===== src/design/buzzer_tone_scale_sequencer_unit_macros.svh =====
// assertion macros used by the top-level design file
`ifndef BUZZER_TONE_SCALE_SEQUENCER_UNIT_MACROS_SVH
`define BUZZER_TONE_SCALE_SEQUENCER_UNIT_MACROS_SVH
`ifndef SYNTHESIS
// checked only out of reset
`define BTS_ASSERT(lbl, prop, msg) \
  lbl: assert property (@(posedge clk_i) disable iff (!rst_ni) prop) else $error(msg);
// checked at every edge, reset included
`define BTS_ASSERT_RST(lbl, prop, msg) \
  lbl: assert property (@(posedge clk_i) prop) else $error(msg);
`else
`define BTS_ASSERT(lbl, prop, msg)
`define BTS_ASSERT_RST(lbl, prop, msg)
`endif
`endif


===== src/design/bts_pkg.sv =====
package bts_pkg;

  localparam int FREQ_W = 16;
  localparam int DUTY_W = 20;
  localparam int DUR_W  = 32;
  localparam int POS_W  = 8;
  localparam int PRE_W  = 30;

  // duty scaling: full * d / 10000 = ((full * d) >> 4) / 625
  localparam logic [13:0] DUTY_FULL    = 14'd10000;
  localparam logic [4:0]  MAX_RES_BITS = 5'd20;
  localparam int          DUTY_SHIFT   = 40;
  localparam logic [30:0] DUTY_RECIP   = 31'(((64'd1 << DUTY_SHIFT) + 64'd624) / 64'd625);

  typedef enum logic [2:0] {
    CMD_TICK        = 3'd0,
    CMD_DUTY_TONE   = 3'd1,
    CMD_SQUARE_TONE = 3'd2,
    CMD_LOAD_NOTE   = 3'd3,
    CMD_SCALE       = 3'd4,
    CMD_STOP        = 3'd5
  } cmd_e;

  typedef enum logic [2:0] {
    EV_NONE      = 3'd0,
    EV_STARTED   = 3'd1,
    EV_TONE_END  = 3'd2,
    EV_ADVANCE   = 3'd3,
    EV_SCALE_END = 3'd4,
    EV_BUSY      = 3'd5,
    EV_EMPTY     = 3'd6
  } ev_e;

  // one input beat as held in the input register
  typedef struct packed {
    cmd_e              cmd;
    logic [FREQ_W-1:0] frequency;
    logic [PRE_W-1:0]  duty_pre;
    logic [DUR_W-1:0]  duration;
    logic [4:0]        note_slot;
    logic [POS_W-1:0]  note_count;
    logic              direction_up;
  } item_t;

  // one result beat
  typedef struct packed {
    ev_e               event_code;
    logic [FREQ_W-1:0] frequency;
    logic [DUTY_W-1:0] duty;
    logic              square;
    logic              busy;
    logic [POS_W-1:0]  position;
  } res_t;

  // note store write request
  typedef struct packed {
    logic              en;
    logic [POS_W-1:0]  addr;
    logic [FREQ_W-1:0] data;
  } note_wr_t;

  // next note lookup for a running scale
  typedef struct packed {
    logic             scale;
    logic [POS_W-1:0] addr;
  } prefetch_t;

endpackage


===== src/design/bts_duty.sv =====
module bts_duty (
  input  logic [13:0]                duty_hundredths_i,
  input  logic [4:0]                 res_bits_i,
  output logic [bts_pkg::PRE_W-1:0]  pre_o,
  input  logic [bts_pkg::PRE_W-1:0]  pre_i,
  output logic [bts_pkg::DUTY_W-1:0] duty_o
);

  logic [13:0] d_sat;
  logic [4:0]  bits;
  logic [33:0] scaled;
  logic [60:0] prod;

  // input side: full * d as a shift and subtract, pre-divided by 16
  always_comb begin
    d_sat  = (duty_hundredths_i > bts_pkg::DUTY_FULL) ? bts_pkg::DUTY_FULL : duty_hundredths_i;
    bits   = (res_bits_i > bts_pkg::MAX_RES_BITS) ? bts_pkg::MAX_RES_BITS : res_bits_i;
    scaled = ({20'd0, d_sat} << bits) - {20'd0, d_sat};
    pre_o  = scaled[33:4];
  end

  // stage side: divide by 625 through the reciprocal
  assign prod   = {31'd0, pre_i} * {30'd0, bts_pkg::DUTY_RECIP};
  assign duty_o = prod[bts_pkg::DUTY_SHIFT +: bts_pkg::DUTY_W];

endmodule


===== src/design/bts_notes.sv =====
module bts_notes #(
  parameter int MAX_NOTES = 32
) (
  input  logic                       clk_i,
  input  bts_pkg::note_wr_t          wr_i,
  input  logic                       rd_en_i,
  input  logic [bts_pkg::POS_W-1:0]  rd_addr_i,
  output logic [bts_pkg::FREQ_W-1:0] rd_data_o
);

  localparam int AW = (MAX_NOTES > 1) ? $clog2(MAX_NOTES) : 1;
  localparam logic [bts_pkg::POS_W:0] Depth = (bts_pkg::POS_W + 1)'(MAX_NOTES);

  logic [bts_pkg::FREQ_W-1:0] mem [MAX_NOTES];
  logic [bts_pkg::FREQ_W-1:0] rd_q;
  logic                       rd_ok;

  assign rd_ok = ({1'b0, rd_addr_i} < Depth);

  // write port, address already range checked
  always_ff @(posedge clk_i) begin
    if (wr_i.en) begin
      mem[wr_i.addr[AW-1:0]] <= wr_i.data;
    end
  end

  // registered read with write forwarding
  always_ff @(posedge clk_i) begin
    if (rd_en_i && rd_ok) begin
      if (wr_i.en && (wr_i.addr == rd_addr_i)) begin
        rd_q <= wr_i.data;
      end else begin
        rd_q <= mem[rd_addr_i[AW-1:0]];
      end
    end
  end

  assign rd_data_o = rd_q;

endmodule


===== src/design/bts_ctrl.sv =====
module bts_ctrl #(
  parameter int MAX_NOTES = 32
) (
  input  logic                       clk_i,
  input  logic                       rst_ni,
  input  logic                       fire_i,
  input  bts_pkg::item_t             item_i,
  input  logic [bts_pkg::DUTY_W-1:0] duty_i,
  input  logic [bts_pkg::FREQ_W-1:0] note_i,
  output bts_pkg::res_t              res_o,
  output bts_pkg::note_wr_t          wr_o,
  output bts_pkg::prefetch_t         pf_o
);

  typedef enum logic [1:0] {
    MODE_IDLE  = 2'd0,
    MODE_TONE  = 2'd1,
    MODE_SCALE = 2'd2
  } mode_e;

  localparam logic [bts_pkg::POS_W-1:0] NotesLim = bts_pkg::POS_W'(MAX_NOTES);

  mode_e                       mode_q, mode_d;
  logic [bts_pkg::DUR_W-1:0]   elapsed_q, elapsed_d;
  logic [bts_pkg::DUR_W-1:0]   hold_q, hold_d;
  logic [bts_pkg::POS_W-1:0]   pos_q, pos_d;
  logic [bts_pkg::POS_W-1:0]   len_q, len_d;
  logic                        asc_q, asc_d;
  logic [bts_pkg::FREQ_W-1:0]  freq_q, freq_d;
  logic [bts_pkg::DUTY_W-1:0]  duty_q, duty_d;
  logic                        sq_q, sq_d;
  bts_pkg::res_t               res_q, res_d;
  logic                        busy;
  logic [bts_pkg::DUR_W-1:0]   el_inc;
  logic                        asc_end;

  assign busy    = (mode_q == MODE_TONE) || (mode_q == MODE_SCALE);
  assign el_inc  = (elapsed_q == '1) ? elapsed_q : elapsed_q + 32'd1;
  assign asc_end = (({1'b0, pos_q} + 9'd1) >= {1'b0, len_q});

  // next state for the beat in the input register
  always_comb begin
    mode_d    = mode_q;
    elapsed_d = elapsed_q;
    hold_d    = hold_q;
    pos_d     = pos_q;
    len_d     = len_q;
    asc_d     = asc_q;
    freq_d    = freq_q;
    duty_d    = duty_q;
    sq_d      = sq_q;
    wr_o      = '{en: 1'b0, addr: {3'b000, item_i.note_slot}, data: item_i.frequency};
    res_d.event_code = bts_pkg::EV_NONE;
    if (fire_i) begin
      unique case (item_i.cmd)
        bts_pkg::CMD_TICK: begin
          if (busy) begin
            elapsed_d = el_inc;
            if (el_inc >= hold_q) begin
              if (mode_q == MODE_TONE) begin
                mode_d = MODE_IDLE;
                freq_d = '0;
                duty_d = '0;
                sq_d   = 1'b0;
                res_d.event_code = bts_pkg::EV_TONE_END;
              end else if (asc_q ? asc_end : (pos_q == '0)) begin
                mode_d = MODE_IDLE;
                freq_d = '0;
                duty_d = '0;
                sq_d   = 1'b0;
                res_d.event_code = bts_pkg::EV_SCALE_END;
              end else begin
                pos_d     = asc_q ? pos_q + 8'd1 : pos_q - 8'd1;
                freq_d    = note_i;
                elapsed_d = '0;
                res_d.event_code = bts_pkg::EV_ADVANCE;
              end
            end
          end
        end
        bts_pkg::CMD_DUTY_TONE, bts_pkg::CMD_SQUARE_TONE: begin
          if (busy) begin
            res_d.event_code = bts_pkg::EV_BUSY;
          end else begin
            mode_d    = MODE_TONE;
            freq_d    = item_i.frequency;
            duty_d    = (item_i.cmd == bts_pkg::CMD_DUTY_TONE) ? duty_i : '0;
            sq_d      = (item_i.cmd == bts_pkg::CMD_SQUARE_TONE);
            elapsed_d = '0;
            hold_d    = item_i.duration;
            res_d.event_code = bts_pkg::EV_STARTED;
          end
        end
        bts_pkg::CMD_LOAD_NOTE: begin
          wr_o.en = ({3'b000, item_i.note_slot} < NotesLim);
        end
        bts_pkg::CMD_SCALE: begin
          if (busy) begin
            res_d.event_code = bts_pkg::EV_BUSY;
          end else if (item_i.note_count == '0) begin
            res_d.event_code = bts_pkg::EV_EMPTY;
          end else begin
            mode_d    = MODE_SCALE;
            len_d     = item_i.note_count;
            asc_d     = item_i.direction_up;
            pos_d     = item_i.direction_up ? '0 : item_i.note_count - 8'd1;
            freq_d    = note_i;
            duty_d    = '0;
            sq_d      = 1'b1;
            elapsed_d = '0;
            hold_d    = item_i.duration;
            res_d.event_code = bts_pkg::EV_STARTED;
          end
        end
        bts_pkg::CMD_STOP: begin
          mode_d = MODE_IDLE;
          freq_d = '0;
          duty_d = '0;
          sq_d   = 1'b0;
        end
        default: begin
        end
      endcase
    end
    res_d.frequency = freq_d;
    res_d.duty      = duty_d;
    res_d.square    = sq_d;
    res_d.busy      = (mode_d == MODE_TONE) || (mode_d == MODE_SCALE);
    res_d.position  = (mode_d == MODE_SCALE) ? pos_d : '0;
  end

  // note to fetch for the next advance
  assign pf_o.scale = (mode_d == MODE_SCALE);
  assign pf_o.addr  = asc_d ? pos_d + 8'd1 : pos_d - 8'd1;

  // state and result register
  always_ff @(posedge clk_i or negedge rst_ni) begin
    if (!rst_ni) begin
      mode_q    <= MODE_IDLE;
      elapsed_q <= '0;
      hold_q    <= '0;
      pos_q     <= '0;
      len_q     <= '0;
      asc_q     <= 1'b1;
      freq_q    <= '0;
      duty_q    <= '0;
      sq_q      <= 1'b0;
      res_q     <= '0;
    end else begin
      mode_q    <= mode_d;
      elapsed_q <= elapsed_d;
      hold_q    <= hold_d;
      pos_q     <= pos_d;
      len_q     <= len_d;
      asc_q     <= asc_d;
      freq_q    <= freq_d;
      duty_q    <= duty_d;
      sq_q      <= sq_d;
      if (fire_i) begin
        res_q <= res_d;
      end
    end
  end

  assign res_o = res_q;

endmodule


===== src/design/buzzer_tone_scale_sequencer_unit.sv =====
// Tone controller for one PWM channel.
// Input channel (in_valid_i / in_ready_o): one command beat carrying command, frequency,
// duty, duration, note slot, note count and direction. Commands are tick of one ms,
// duty tone, square tone, load note, scale and stop.
// Output channel (out_valid_o / out_ready_i): exactly one result beat per command with
// the event code, driven frequency, duty count, square flag, busy flag and note position.
// Configuration channel (cfg_valid_i / cfg_ready_o): PWM resolution in bits, always
// ready; write it only while no command is in flight.
// A beat is taken into the input register and its result is held in the result register.
// Throughput: one beat per cycle while the output is not stalled, set by the single
// input register and the result register; the note store read is issued on acceptance.
// Reset: channel silent, not busy, resolution 8. The note store is not cleared and
// holds nothing defined until loaded.
// Stall: the result register holds its beat while out_ready_i is low, the input
// register takes one more beat, and then in_ready_o drops.
`include "buzzer_tone_scale_sequencer_unit_macros.svh"

module buzzer_tone_scale_sequencer_unit #(
  parameter int MAX_NOTES = 32
) (
  input  logic        clk_i,
  input  logic        rst_ni,
  input  logic        cfg_valid_i,
  output logic        cfg_ready_o,
  input  logic [4:0]  cfg_data_i,
  input  logic        in_valid_i,
  output logic        in_ready_o,
  input  logic [2:0]  command_i,
  input  logic [15:0] frequency_i,
  input  logic [13:0] duty_hundredths_i,
  input  logic [31:0] duration_ms_i,
  input  logic [4:0]  note_slot_i,
  input  logic [7:0]  note_count_i,
  input  logic        direction_up_i,
  output logic        out_valid_o,
  input  logic        out_ready_i,
  output logic [2:0]  event_res_o,
  output logic [15:0] tone_frequency_o,
  output logic [19:0] duty_value_o,
  output logic        square_mode_o,
  output logic        busy_res_o,
  output logic [7:0]  note_position_o
);

  localparam logic [bts_pkg::POS_W-1:0] NotesLim = bts_pkg::POS_W'(MAX_NOTES);

  logic [4:0]                 res_bits_q;
  bts_pkg::item_t             s1_q;
  logic                       s1_valid_q;
  logic                       out_valid_q;
  logic                       s1_fire;
  logic                       in_acc;
  logic [bts_pkg::POS_W-1:0]  count_sat;
  logic [bts_pkg::POS_W-1:0]  start_addr;
  logic [bts_pkg::POS_W-1:0]  rd_addr;
  logic [bts_pkg::PRE_W-1:0]  duty_pre;
  logic [bts_pkg::DUTY_W-1:0] duty_val;
  logic [bts_pkg::FREQ_W-1:0] note_data;
  bts_pkg::res_t              res;
  bts_pkg::note_wr_t          note_wr;
  bts_pkg::prefetch_t         pf;

  // handshake
  assign s1_fire     = s1_valid_q && (!out_valid_q || out_ready_i);
  assign in_ready_o  = !s1_valid_q || s1_fire;
  assign in_acc      = in_valid_i && in_ready_o;
  assign cfg_ready_o = 1'b1;

  // resolution register
  always_ff @(posedge clk_i or negedge rst_ni) begin
    if (!rst_ni) begin
      res_bits_q <= 5'd8;
    end else if (cfg_valid_i) begin
      res_bits_q <= cfg_data_i;
    end
  end

  // saturated scale length and first note of a scale
  assign count_sat  = (note_count_i > NotesLim) ? NotesLim : note_count_i;
  assign start_addr = direction_up_i ? '0 : count_sat - 8'd1;
  assign rd_addr    = pf.scale ? pf.addr : start_addr;

  // input register
  always_ff @(posedge clk_i) begin
    if (in_acc) begin
      s1_q.cmd          <= bts_pkg::cmd_e'(command_i);
      s1_q.frequency    <= frequency_i;
      s1_q.duty_pre     <= duty_pre;
      s1_q.duration     <= duration_ms_i;
      s1_q.note_slot    <= note_slot_i;
      s1_q.note_count   <= count_sat;
      s1_q.direction_up <= direction_up_i;
    end
  end

  // beat valid flags
  always_ff @(posedge clk_i or negedge rst_ni) begin
    if (!rst_ni) begin
      s1_valid_q  <= 1'b0;
      out_valid_q <= 1'b0;
    end else begin
      if (in_acc) begin
        s1_valid_q <= 1'b1;
      end else if (s1_fire) begin
        s1_valid_q <= 1'b0;
      end
      if (s1_fire) begin
        out_valid_q <= 1'b1;
      end else if (out_ready_i) begin
        out_valid_q <= 1'b0;
      end
    end
  end

  bts_duty u_duty (
    .duty_hundredths_i (duty_hundredths_i),
    .res_bits_i        (res_bits_q),
    .pre_o             (duty_pre),
    .pre_i             (s1_q.duty_pre),
    .duty_o            (duty_val)
  );

  bts_notes #(
    .MAX_NOTES (MAX_NOTES)
  ) u_notes (
    .clk_i     (clk_i),
    .wr_i      (note_wr),
    .rd_en_i   (in_acc),
    .rd_addr_i (rd_addr),
    .rd_data_o (note_data)
  );

  bts_ctrl #(
    .MAX_NOTES (MAX_NOTES)
  ) u_ctrl (
    .clk_i  (clk_i),
    .rst_ni (rst_ni),
    .fire_i (s1_fire),
    .item_i (s1_q),
    .duty_i (duty_val),
    .note_i (note_data),
    .res_o  (res),
    .wr_o   (note_wr),
    .pf_o   (pf)
  );

  // result ports
  assign out_valid_o      = out_valid_q;
  assign event_res_o      = res.event_code;
  assign tone_frequency_o = res.frequency;
  assign duty_value_o     = res.duty;
  assign square_mode_o    = res.square;
  assign busy_res_o       = res.busy;
  assign note_position_o  = res.position;

  // checks
  `BTS_ASSERT(a_fire_fills_out, s1_fire |=> out_valid_q, "processed beat did not reach output")
  `BTS_ASSERT(a_square_busy, out_valid_q && res.square |-> res.busy, "square tone while idle")
  `BTS_ASSERT(a_duty_excl, out_valid_q && (res.duty != '0) |-> !res.square && res.busy, "duty count in wrong mode")
  `BTS_ASSERT(a_pos_scale, out_valid_q && (res.position != '0) |-> res.square && res.busy, "note position outside a scale")
  `BTS_ASSERT(a_stall_holds, out_valid_q && !out_ready_i && s1_valid_q |-> !in_ready_o, "beat taken while both stages full")
  `BTS_ASSERT_RST(a_rst_empty, !rst_ni |=> !out_valid_q, "result valid during reset")

endmodule


===== config.mk =====
export PLATFORM = sky130hd
export DESIGN_NAME = buzzer_tone_scale_sequencer_unit
export DESIGN_NICKNAME = d
export VERILOG_FILES = /design/src/design/bts_pkg.sv /design/src/design/bts_duty.sv /design/src/design/bts_notes.sv /design/src/design/bts_ctrl.sv /design/src/design/buzzer_tone_scale_sequencer_unit.sv
export VERILOG_INCLUDE_DIRS = /design/src /design/src/design
export SDC_FILE = /design/constraint.sdc
export NUM_CORES = 2
export LEC_CHECK = 0
export BUFFER_PORTS_ARGS = -buffer_cell sky130_fd_sc_hd__buf_2
export CAP_MARGIN = 20
export CORE_ASPECT_RATIO = 0.9
export CORE_UTILIZATION = 45
export CTS_CLUSTER_DIAMETER = 120
export DETAILED_ROUTE_END_ITERATION = 10
export MAX_ROUTING_LAYER = met4
export PLACE_DENSITY_LB_ADDON = 0.3
export SLEW_MARGIN = 40
export SYNTH_ARGS = -nofsm -noshare
export SYNTH_HDL_FRONTEND = slang
export SYNTH_SLANG_ARGS = --single-unit

===== constraint.sdc =====
create_clock -name clk_i -period 18.55 [get_ports clk_i]
set_input_delay 3.71 -clock clk_i [delete_from_list [all_inputs] [get_ports clk_i]]
set_output_delay 3.71 -clock clk_i [all_outputs]
set_load 0.1 [all_outputs]

# [Yosys cells after proc, flatten, opt, wreduce, memory -nomap -nowiden]
# Memory sizes are Yosys's and may differ from the RTL's. A register that Yosys moved wholly into a read port is not among the register bits.
# Index checks and enable logic that the tools add are counted.
[word_totals] register_bits=271 memories=1 inputBits=89 ram_bits=512 out_inout_bits=52
[mem_list] memory="u_notes.mem" depth=32 width=16 read_ports=1 rd_ports_with_merged_regs=1 wr=1 line_no="bts_notes.sv:14" text="logic [bts_pkg::FREQ_W-1:0] mem [MAX_NOTES];"
[classes] add_sub_neg=9 n_mul=1 shifts=1 n_lt_le_gt_ge=6 reduce_logical=20 n_eq_ne=14 n_mux=88 bitwise=2
[op_table] cell="32-bit two-way mux" count=11
[op_table] cell="20-bit two-way mux" count=9
[op_table] cell="16-bit two-way mux" count=8
[op_table] cell="8-bit two-way mux" count=14
[op_table] cell="32-bit one-hot mux with 3 select lines" count=1
[op_table] cell="20-bit one-hot mux with 4 select lines" count=1
[op_table] cell="16-bit one-hot mux with 4 select lines" count=1
[op_table] cell="32-bit one-hot mux with 2 select lines" count=1
[op_table] cell="30-bit by 31-bit multiplier with 60-bit output (second input constant)" count=1
[op_table] cell="14-bit by 5-bit << shifter with 34-bit output" count=1
[op_table] cell="34-bit by 14-bit subtractor with 34-bit output" count=1
[op_table] cell="32-bit by 1-bit adder with 32-bit output (second input constant)" count=1
[op_table] cell="32-bit == test (second input constant)" count=1
[op_table] cell="32-bit >= comparator" count=1
[op_table] cell="8-bit by 1-bit subtractor with 8-bit output (second input constant)" count=4
[op_table] cell="1-bit two-way mux" count=21
[op_table] cell="3-bit two-way mux" count=7
[op_table] cell="8-bit by 1-bit adder with 8-bit output (second input constant)" count=2
[op_table] cell="8-bit zero test" count=2
[op_table] cell="2-bit two-way mux" count=8
[op_table] cell="8-bit one-hot mux with 2 select lines" count=1
[op_table] cell="14-bit > comparator (second input constant)" count=1
[op_table] cell="14-bit two-way mux" count=1
[op_table] cell="8-bit by 1-bit adder with 9-bit output (second input constant)" count=1
[op_table] cell="other kinds (26)" count=41

# [Depth between registers and ports, before layout]
[logic_depth] word_depth=14 mapped_depth=39 mapped_depth_nobuf=34

# [Cells and area by module]
# A second synthesis with hierarchy kept.
[unflattened] hier_cells=4085 area_unflattened_um2=52166.3
[modules_own_cells] mod="bts_notes" area_each_um2=20609.8 cells_each=979 n_inst=1
[modules_own_cells] mod="bts_duty" area_each_um2=18174.9 cells_each=1896 n_inst=1
[modules_own_cells] mod="bts_ctrl" area_each_um2=9995.8 cells_each=1056 n_inst=1
[modules_own_cells] mod="buzzer_tone_scale_sequencer_unit" area_each_um2=3385.7 cells_each=154 n_inst=1

# [Worst setup path before layout]
# No wires, ideal clock.
[synth_path] path_kind="input to register" start="input port out_ready_i" end="register u_notes.rd_q, in the netlist u_notes.rd_data_o[0], read port of u_notes.mem, enable pin" path_slack_ps=9666 t_arrival_ps=8473 path_stages=6 setup_ps=411 required_time_ps=18139 n_path_buf=0 cell_sequence="nand3b_1 > and2_1 > nand2_1 > nor3_1 > nand3b_1 > o21ai_0"
[synth_via] elab_cells_between_ends=14
[synth_lines] element="start: declaration" line_no="buzzer_tone_scale_sequencer_unit.sv:36" text="input logic out_ready_i,"
[synth_lines] element="1-bit logical OR" line_no="buzzer_tone_scale_sequencer_unit.sv:64" text="assign s1_fire = s1_valid_q && (!out_valid_q || out_ready_i);"
[synth_lines] element="1-bit logical AND" line_no="buzzer_tone_scale_sequencer_unit.sv:64"
[synth_lines] element="1-bit logical OR" line_no="buzzer_tone_scale_sequencer_unit.sv:65" text="assign in_ready_o = !s1_valid_q || s1_fire;"
[synth_lines] element="1-bit logical AND" line_no="buzzer_tone_scale_sequencer_unit.sv:66" text="assign in_acc = in_valid_i && in_ready_o;"
[synth_lines] element="via in_acc" line_no="buzzer_tone_scale_sequencer_unit.sv:52" text="logic in_acc;"
[synth_lines] element="1-bit logical AND" line_no="bts_notes.sv:29" text="if (rd_en_i && rd_ok) begin"
[synth_lines] element="end: declaration" line_no="bts_notes.sv:15" text="logic [bts_pkg::FREQ_W-1:0] rd_q;"
# The timed path passes the listed nets, and every way through them passes these cells.
# A chain may end at the register's enable or synchronous reset.

# [Worst setup path after layout]
[layout_path] start="register u_ctrl.elapsed_q[2] (netlist name)" end="register u_notes.rd_q, in the netlist u_notes.rd_data_o[0], read port of u_notes.mem, data pin"
[layout_via] elab_chain_cells=12 elab_cells_between_ends=19
[layout_rtl] element="start: declaration" line_no="bts_ctrl.sv:24" text="logic [bts_pkg::DUR_W-1:0] elapsed_q, elapsed_d;"
[layout_rtl] element="start signal: assignment" line_no="bts_ctrl.sv:151" text="elapsed_q <= elapsed_d;"
[layout_rtl] element="32-bit by 1-bit adder with 32-bit output / 32-bit == test (equally long branches)" line_no="bts_ctrl.sv:38" text="assign el_inc = (elapsed_q == '1) ? elapsed_q : elapsed_q + 32'd1;"
[layout_rtl] element="32-bit two-way mux *" line_no="bts_ctrl.sv:38"
[layout_rtl] element="32-bit >= comparator *" line_no="bts_ctrl.sv:59" text="if (el_inc >= hold_q) begin"
[layout_rtl] element="8-bit two-way mux *" line_no="bts_ctrl.sv:59"
[layout_rtl] element="8-bit two-way mux *" line_no="bts_ctrl.sv:57" text="if (busy) begin"
[layout_rtl] element="8-bit one-hot mux with 2 select lines *" line_no="bts_ctrl.sv:55" text="unique case (item_i.cmd)"
[layout_rtl] element="8-bit two-way mux *" line_no="bts_ctrl.sv:54" text="if (fire_i) begin"
[layout_rtl] element="via u_ctrl.pos_d (one bit)" line_no="bts_ctrl.sv:26" text="logic [bts_pkg::POS_W-1:0] pos_q, pos_d;"
[layout_rtl] element="8-bit by 1-bit subtractor with 8-bit output / 8-bit by 1-bit adder with 8-bit output (equally long branches)" line_no="bts_ctrl.sv:134" text="assign pf_o.addr = asc_d ? pos_d + 8'd1 : pos_d - 8'd1;"
[layout_rtl] element="8-bit two-way mux *" line_no="bts_ctrl.sv:134"
[layout_rtl] element="8-bit two-way mux *" line_no="buzzer_tone_scale_sequencer_unit.sv:81" text="assign rd_addr = pf.scale ? pf.addr : start_addr;"
[layout_rtl] element="8-bit by 6-bit < comparator with 1-bit output" line_no="bts_notes.sv:18" text="assign rd_ok = ({1'b0, rd_addr_i} < Depth);"
[layout_rtl] element="1-bit logical AND" line_no="bts_notes.sv:29"
# Mark *: on every way through the listed nets, which the timed path passes. The rest lies on a longest branch.

==> flow_metrics.py <==
metrics = {
    "status": {
        "status": "complete, no violations",
    },
    "synthesis": {
        "synth_flop_cell": "edfxtp_1",
        "muxShareOfSynthArea": 0.0495,
        "synth-seq-cells": 799,
        "synth_fa_ha_area_frac": 0.257,
        "yosysWarnings": 0,
        "synth_cell_type_count": 98,
        "synth_async_sr_flop_share": 0.220,
        "synthSimpleGateAreaFrac": 0.0929,
        "synth_top_cell_by_area": "edfxtp_1",
        "synth_seq_area_share": 0.446,
        "synth_edf_count": 623,
        "synth_top_family_by_area": "adder cells",
        "syn-instance-count": 4382,
        "ys_top_cells_by_area": "edfxtp_1 (36%), fa_1 (16%), ha_1 (9.8%), dfrtp_1 (8.4%), inv_1 (4.6%)",
        "synth-xor-area-share": 0.0172,
        "synth_top_area_frac": 0.361,
        "syn_area_mm2": 0.0518,
        "synth.avg_cell_area_um2": 11.8,
        "synth-compound-area-share": 0.0782,
    },
    "final_layout": {
        "fillCellCount": 9974,
        "nets": 5448,
        "drive_above_1_share": 0.106,
        "antenna_cells": 0,
        "area_growth_pct": 11.0,
        "register_area_mm2": 0.0231,
        "multi_input_area_mm2": 0.0258,
        "instances_no_fill": 6099,
        "final_util": 0.506,
        "stdcell_area_mm2": 0.0575,
    },
    "grt": {
        "grt_pass1_vias": 34113,
        "grt_overflow": 0,
        "grt_pass1_wl_um": 211000,
        "antenna_found_initial": 2,
        "grt_max_degree": 78,
        "grt_usage": 0.247,
    },
    "clock_tree": {
        "cts_resized": 0,
        "hold_buffers": 0,
        "postCtsSetupRepairBufs": 0,
        "cts_sinks": 799,
        "htreeDepth": 3,
        "cts_buffers": 85,
        "clk_path_buf_depth": 3,
        "cts_tree": "built",
        "clk_pin_slew_ns": 0.06,
        "clkLatencyLatePin_ns": 0.68,
        "clockRootBuffer": "clkbuf_16",
    },
    "die": {
        "io-pin-count": 141,
        "start_util": 0.456,
        "dieArea_mm2": 0.116,
        "core_area_mm2": 0.114,
        "die_h_um": 324,
        "die_width_um": 360,
        "num_rows": 117,
    },
    "route": {
        "ant_nets": 0,
        "drt-initial-drc-count": 3330,
        "via_per_inst": 5.53,
        "firstDrtPassIters": 7,
        "routedWlPerCell_um": 22.5,
        "drc_errors": 0,
        "num_vias": 33699,
        "drt_wl_total_um": 138000,
    },
    "setup_path": {
        "endpoint_kind": "flip-flop",
        "slowest_stage": "buf_4",
        "crit_arrival_ns": 9.56,
        "cp_slowest_stage_delay_ns": 0.61,
        "critical_path_required_ns": 18.95,
        "critPathMostFrequentCell": "and3_1",
        "worst_setup_path_start_kind": "flip-flop",
        "path_max_fanout": 49,
        "crit_type": "reg -> reg",
    },
    "sta": {
        "final_max_slew_viol_count": 0,
        "period_share": 0.494,
        "finalSetupViolCount": 0,
        "fmax_mhz": 109,
        "hold_viol": 0,
        "finClkSkew_ns": 0.0224,
        "rsz0062_at_grt": "false",
        "tightest_slew_ns": 0.835,
        "setup_tns_ns": 0,
        "relSlewSlack": 0.441,
        "final.min_clock_period_ns": 9.16,
    },
    "hold_path": {
        "hold_class": "reg -> reg",
    },
    "placed_design": {
        "gp_congestion": 0.974,
        "io_buffers": 139,
        "placed_area_mm2": 0.0545,
        "dp_cells": 5941,
        "hpwlAfterDp_um": 100000,
    },
    "flow_run": {
        "drv_cap": 0,
    },
}
==> through the flow <==
| step | worst slack [ns] | hold slack [ns] |
|---|---|---|
| 4_1_cts | 9.47 | 0.470 |
| 5_1_grt | 8.69 | 0.494 |
| 2_1_floorplan | 9.67 | 0.439 |
| 3_3_place_gp | 8.87 | 0.451 |
| 3_5_place_dp | 8.81 | 0.458 |
| 6_report | 9.39 | 0.468 |
==> layer usage <==
| metal | wire length [um] | vias up | part of all wire | GRT usage |
|---|---|---|---|---|
| li1 | - | 15450 | - | - |
| met1 | 62200 | 16822 | 0.45 | 0.344 |
| met2 | 60600 | 1238 | 0.44 | 0.368 |
| met3 | 11700 | 189 | 0.085 | 0.0546 |
| met4 | 3020 | 0 | 0.022 | 0.0578 |
| met5 | 0 | - | 0 | - |
==> sequential cells by signal, indices dropped and copies added, names as in the netlist, 2 cells and up <==
register and count:
u_notes.rd_data_o 16, s1_q 95, res_bits_q 5, u_ctrl.hold_q 32
u_ctrl.res_o 49, u_ctrl.mode_q 2, u_ctrl.elapsed_q 32, u_notes.mem 512
u_ctrl.freq_q 16, u_ctrl.len_q 8, u_ctrl.duty_q 20, u_ctrl.pos_q 8
==> layout make-up <==
type,count,share of cell area
clock inverters,41,0.0106
flip-flops and latches,799,0.402
clock buffers,115,0.0404
well taps,1487,0.0324
inverters,643,0.0420
repair buffers,222,0.0243
multi-input cells,2792,0.448
==> cells in the mapped netlist (all sizes together) (8+ instances only) <==
master / n
a32oi: 13
inv: 641
a211oi: 20
o41ai: 9
edfxtp: 623
nand3: 129
mux4: 27
xor2: 39
a21o: 53
and3: 47
a32o: 8
dfrtp: 174
nor2b: 17
nor4: 9
or3: 15
a31oi: 42
clkbuf: 102
nand2: 498
a22o: 18
o211ai: 13
and2: 15
mux2: 49
o31ai: 26
o21a: 19
nor3: 40
buf: 47
ha: 405
nor2: 192
xnor2: 63
o21ai: 140
or2: 13
nand4: 34
a311oi: 19
a221oi: 10
nand3b: 10
fa: 411
nand2b: 28
o22ai: 9
a22oi: 30
a21oi: 97
mux2i: 140
==> path summary, 6_finish.rpt <==
check,slack (ns),to,from,depth (start not counted)
worst max register to register,9.39,u_notes.rd_data_o[0],u_ctrl.elapsed_q[2],32
worst min register to register,0.47,u_ctrl.duty_q[2],u_ctrl.duty_q[2],2
worst min-delay path,0.47,u_ctrl.duty_q[2],u_ctrl.duty_q[2],2
min in group asynchronous,3.04,u_ctrl.hold_q[15],rst_ni,1
max in group asynchronous,13.93,res_bits_q[3],rst_ni,4
worst max-delay path,9.39,u_notes.rd_data_o[0],u_ctrl.elapsed_q[2],32
==> logic make-up (layout without fill, tap and decap cells) <==
kind of cell,Yosys count,in the layout
other,2,3
DFF,799,799
adders and majority gates,816,816
and+or+nand+nor,1063,1063
xor gates and xnor gates,102,102
buffers and inverters,792,1021
muxes,216,216
AOI/OAI and AO/OA,592,592
==> critical path, delay by kind of cell (launching register included) <==
| kind | cells | cell delay, ns |
|---|---|---|
| AO/OA/AOI/OAI | 11 | 2.49 |
| XOR/XNOR | 2 | 0.41 |
| adder cells (fa/ha/maj) | 2 | 0.71 |
| buffers and inverters | 2 | 0.73 |
| flip-flops | 1 | 0.44 |
| AND/OR/NAND/NOR | 15 | 4.09 |
==> cells in the final DEF, fill, tap and decap left out, types with 33 or more instances in the layout <==
cell	n
nand2_1	494
dfrtp_1	174
a21oi_1	97
o21ai_0	123
buf_4	74
clkbuf_16	86
ha_1	405
a21o_1	53
and3_1	47
edfxtp_1	623
nor3_1	37
mux2_2	49
nand3_1	129
fa_1	411
nor2_1	180
mux2i_1	140
a31oi_1	42
inv_1	641
nand4_1	33
xnor2_1	63
xor2_1	39
buf_2	138
Power is left out: the tool's default activity adds up to more than one toggle a clock period on the data nets, which glitch-free logic cannot reach.
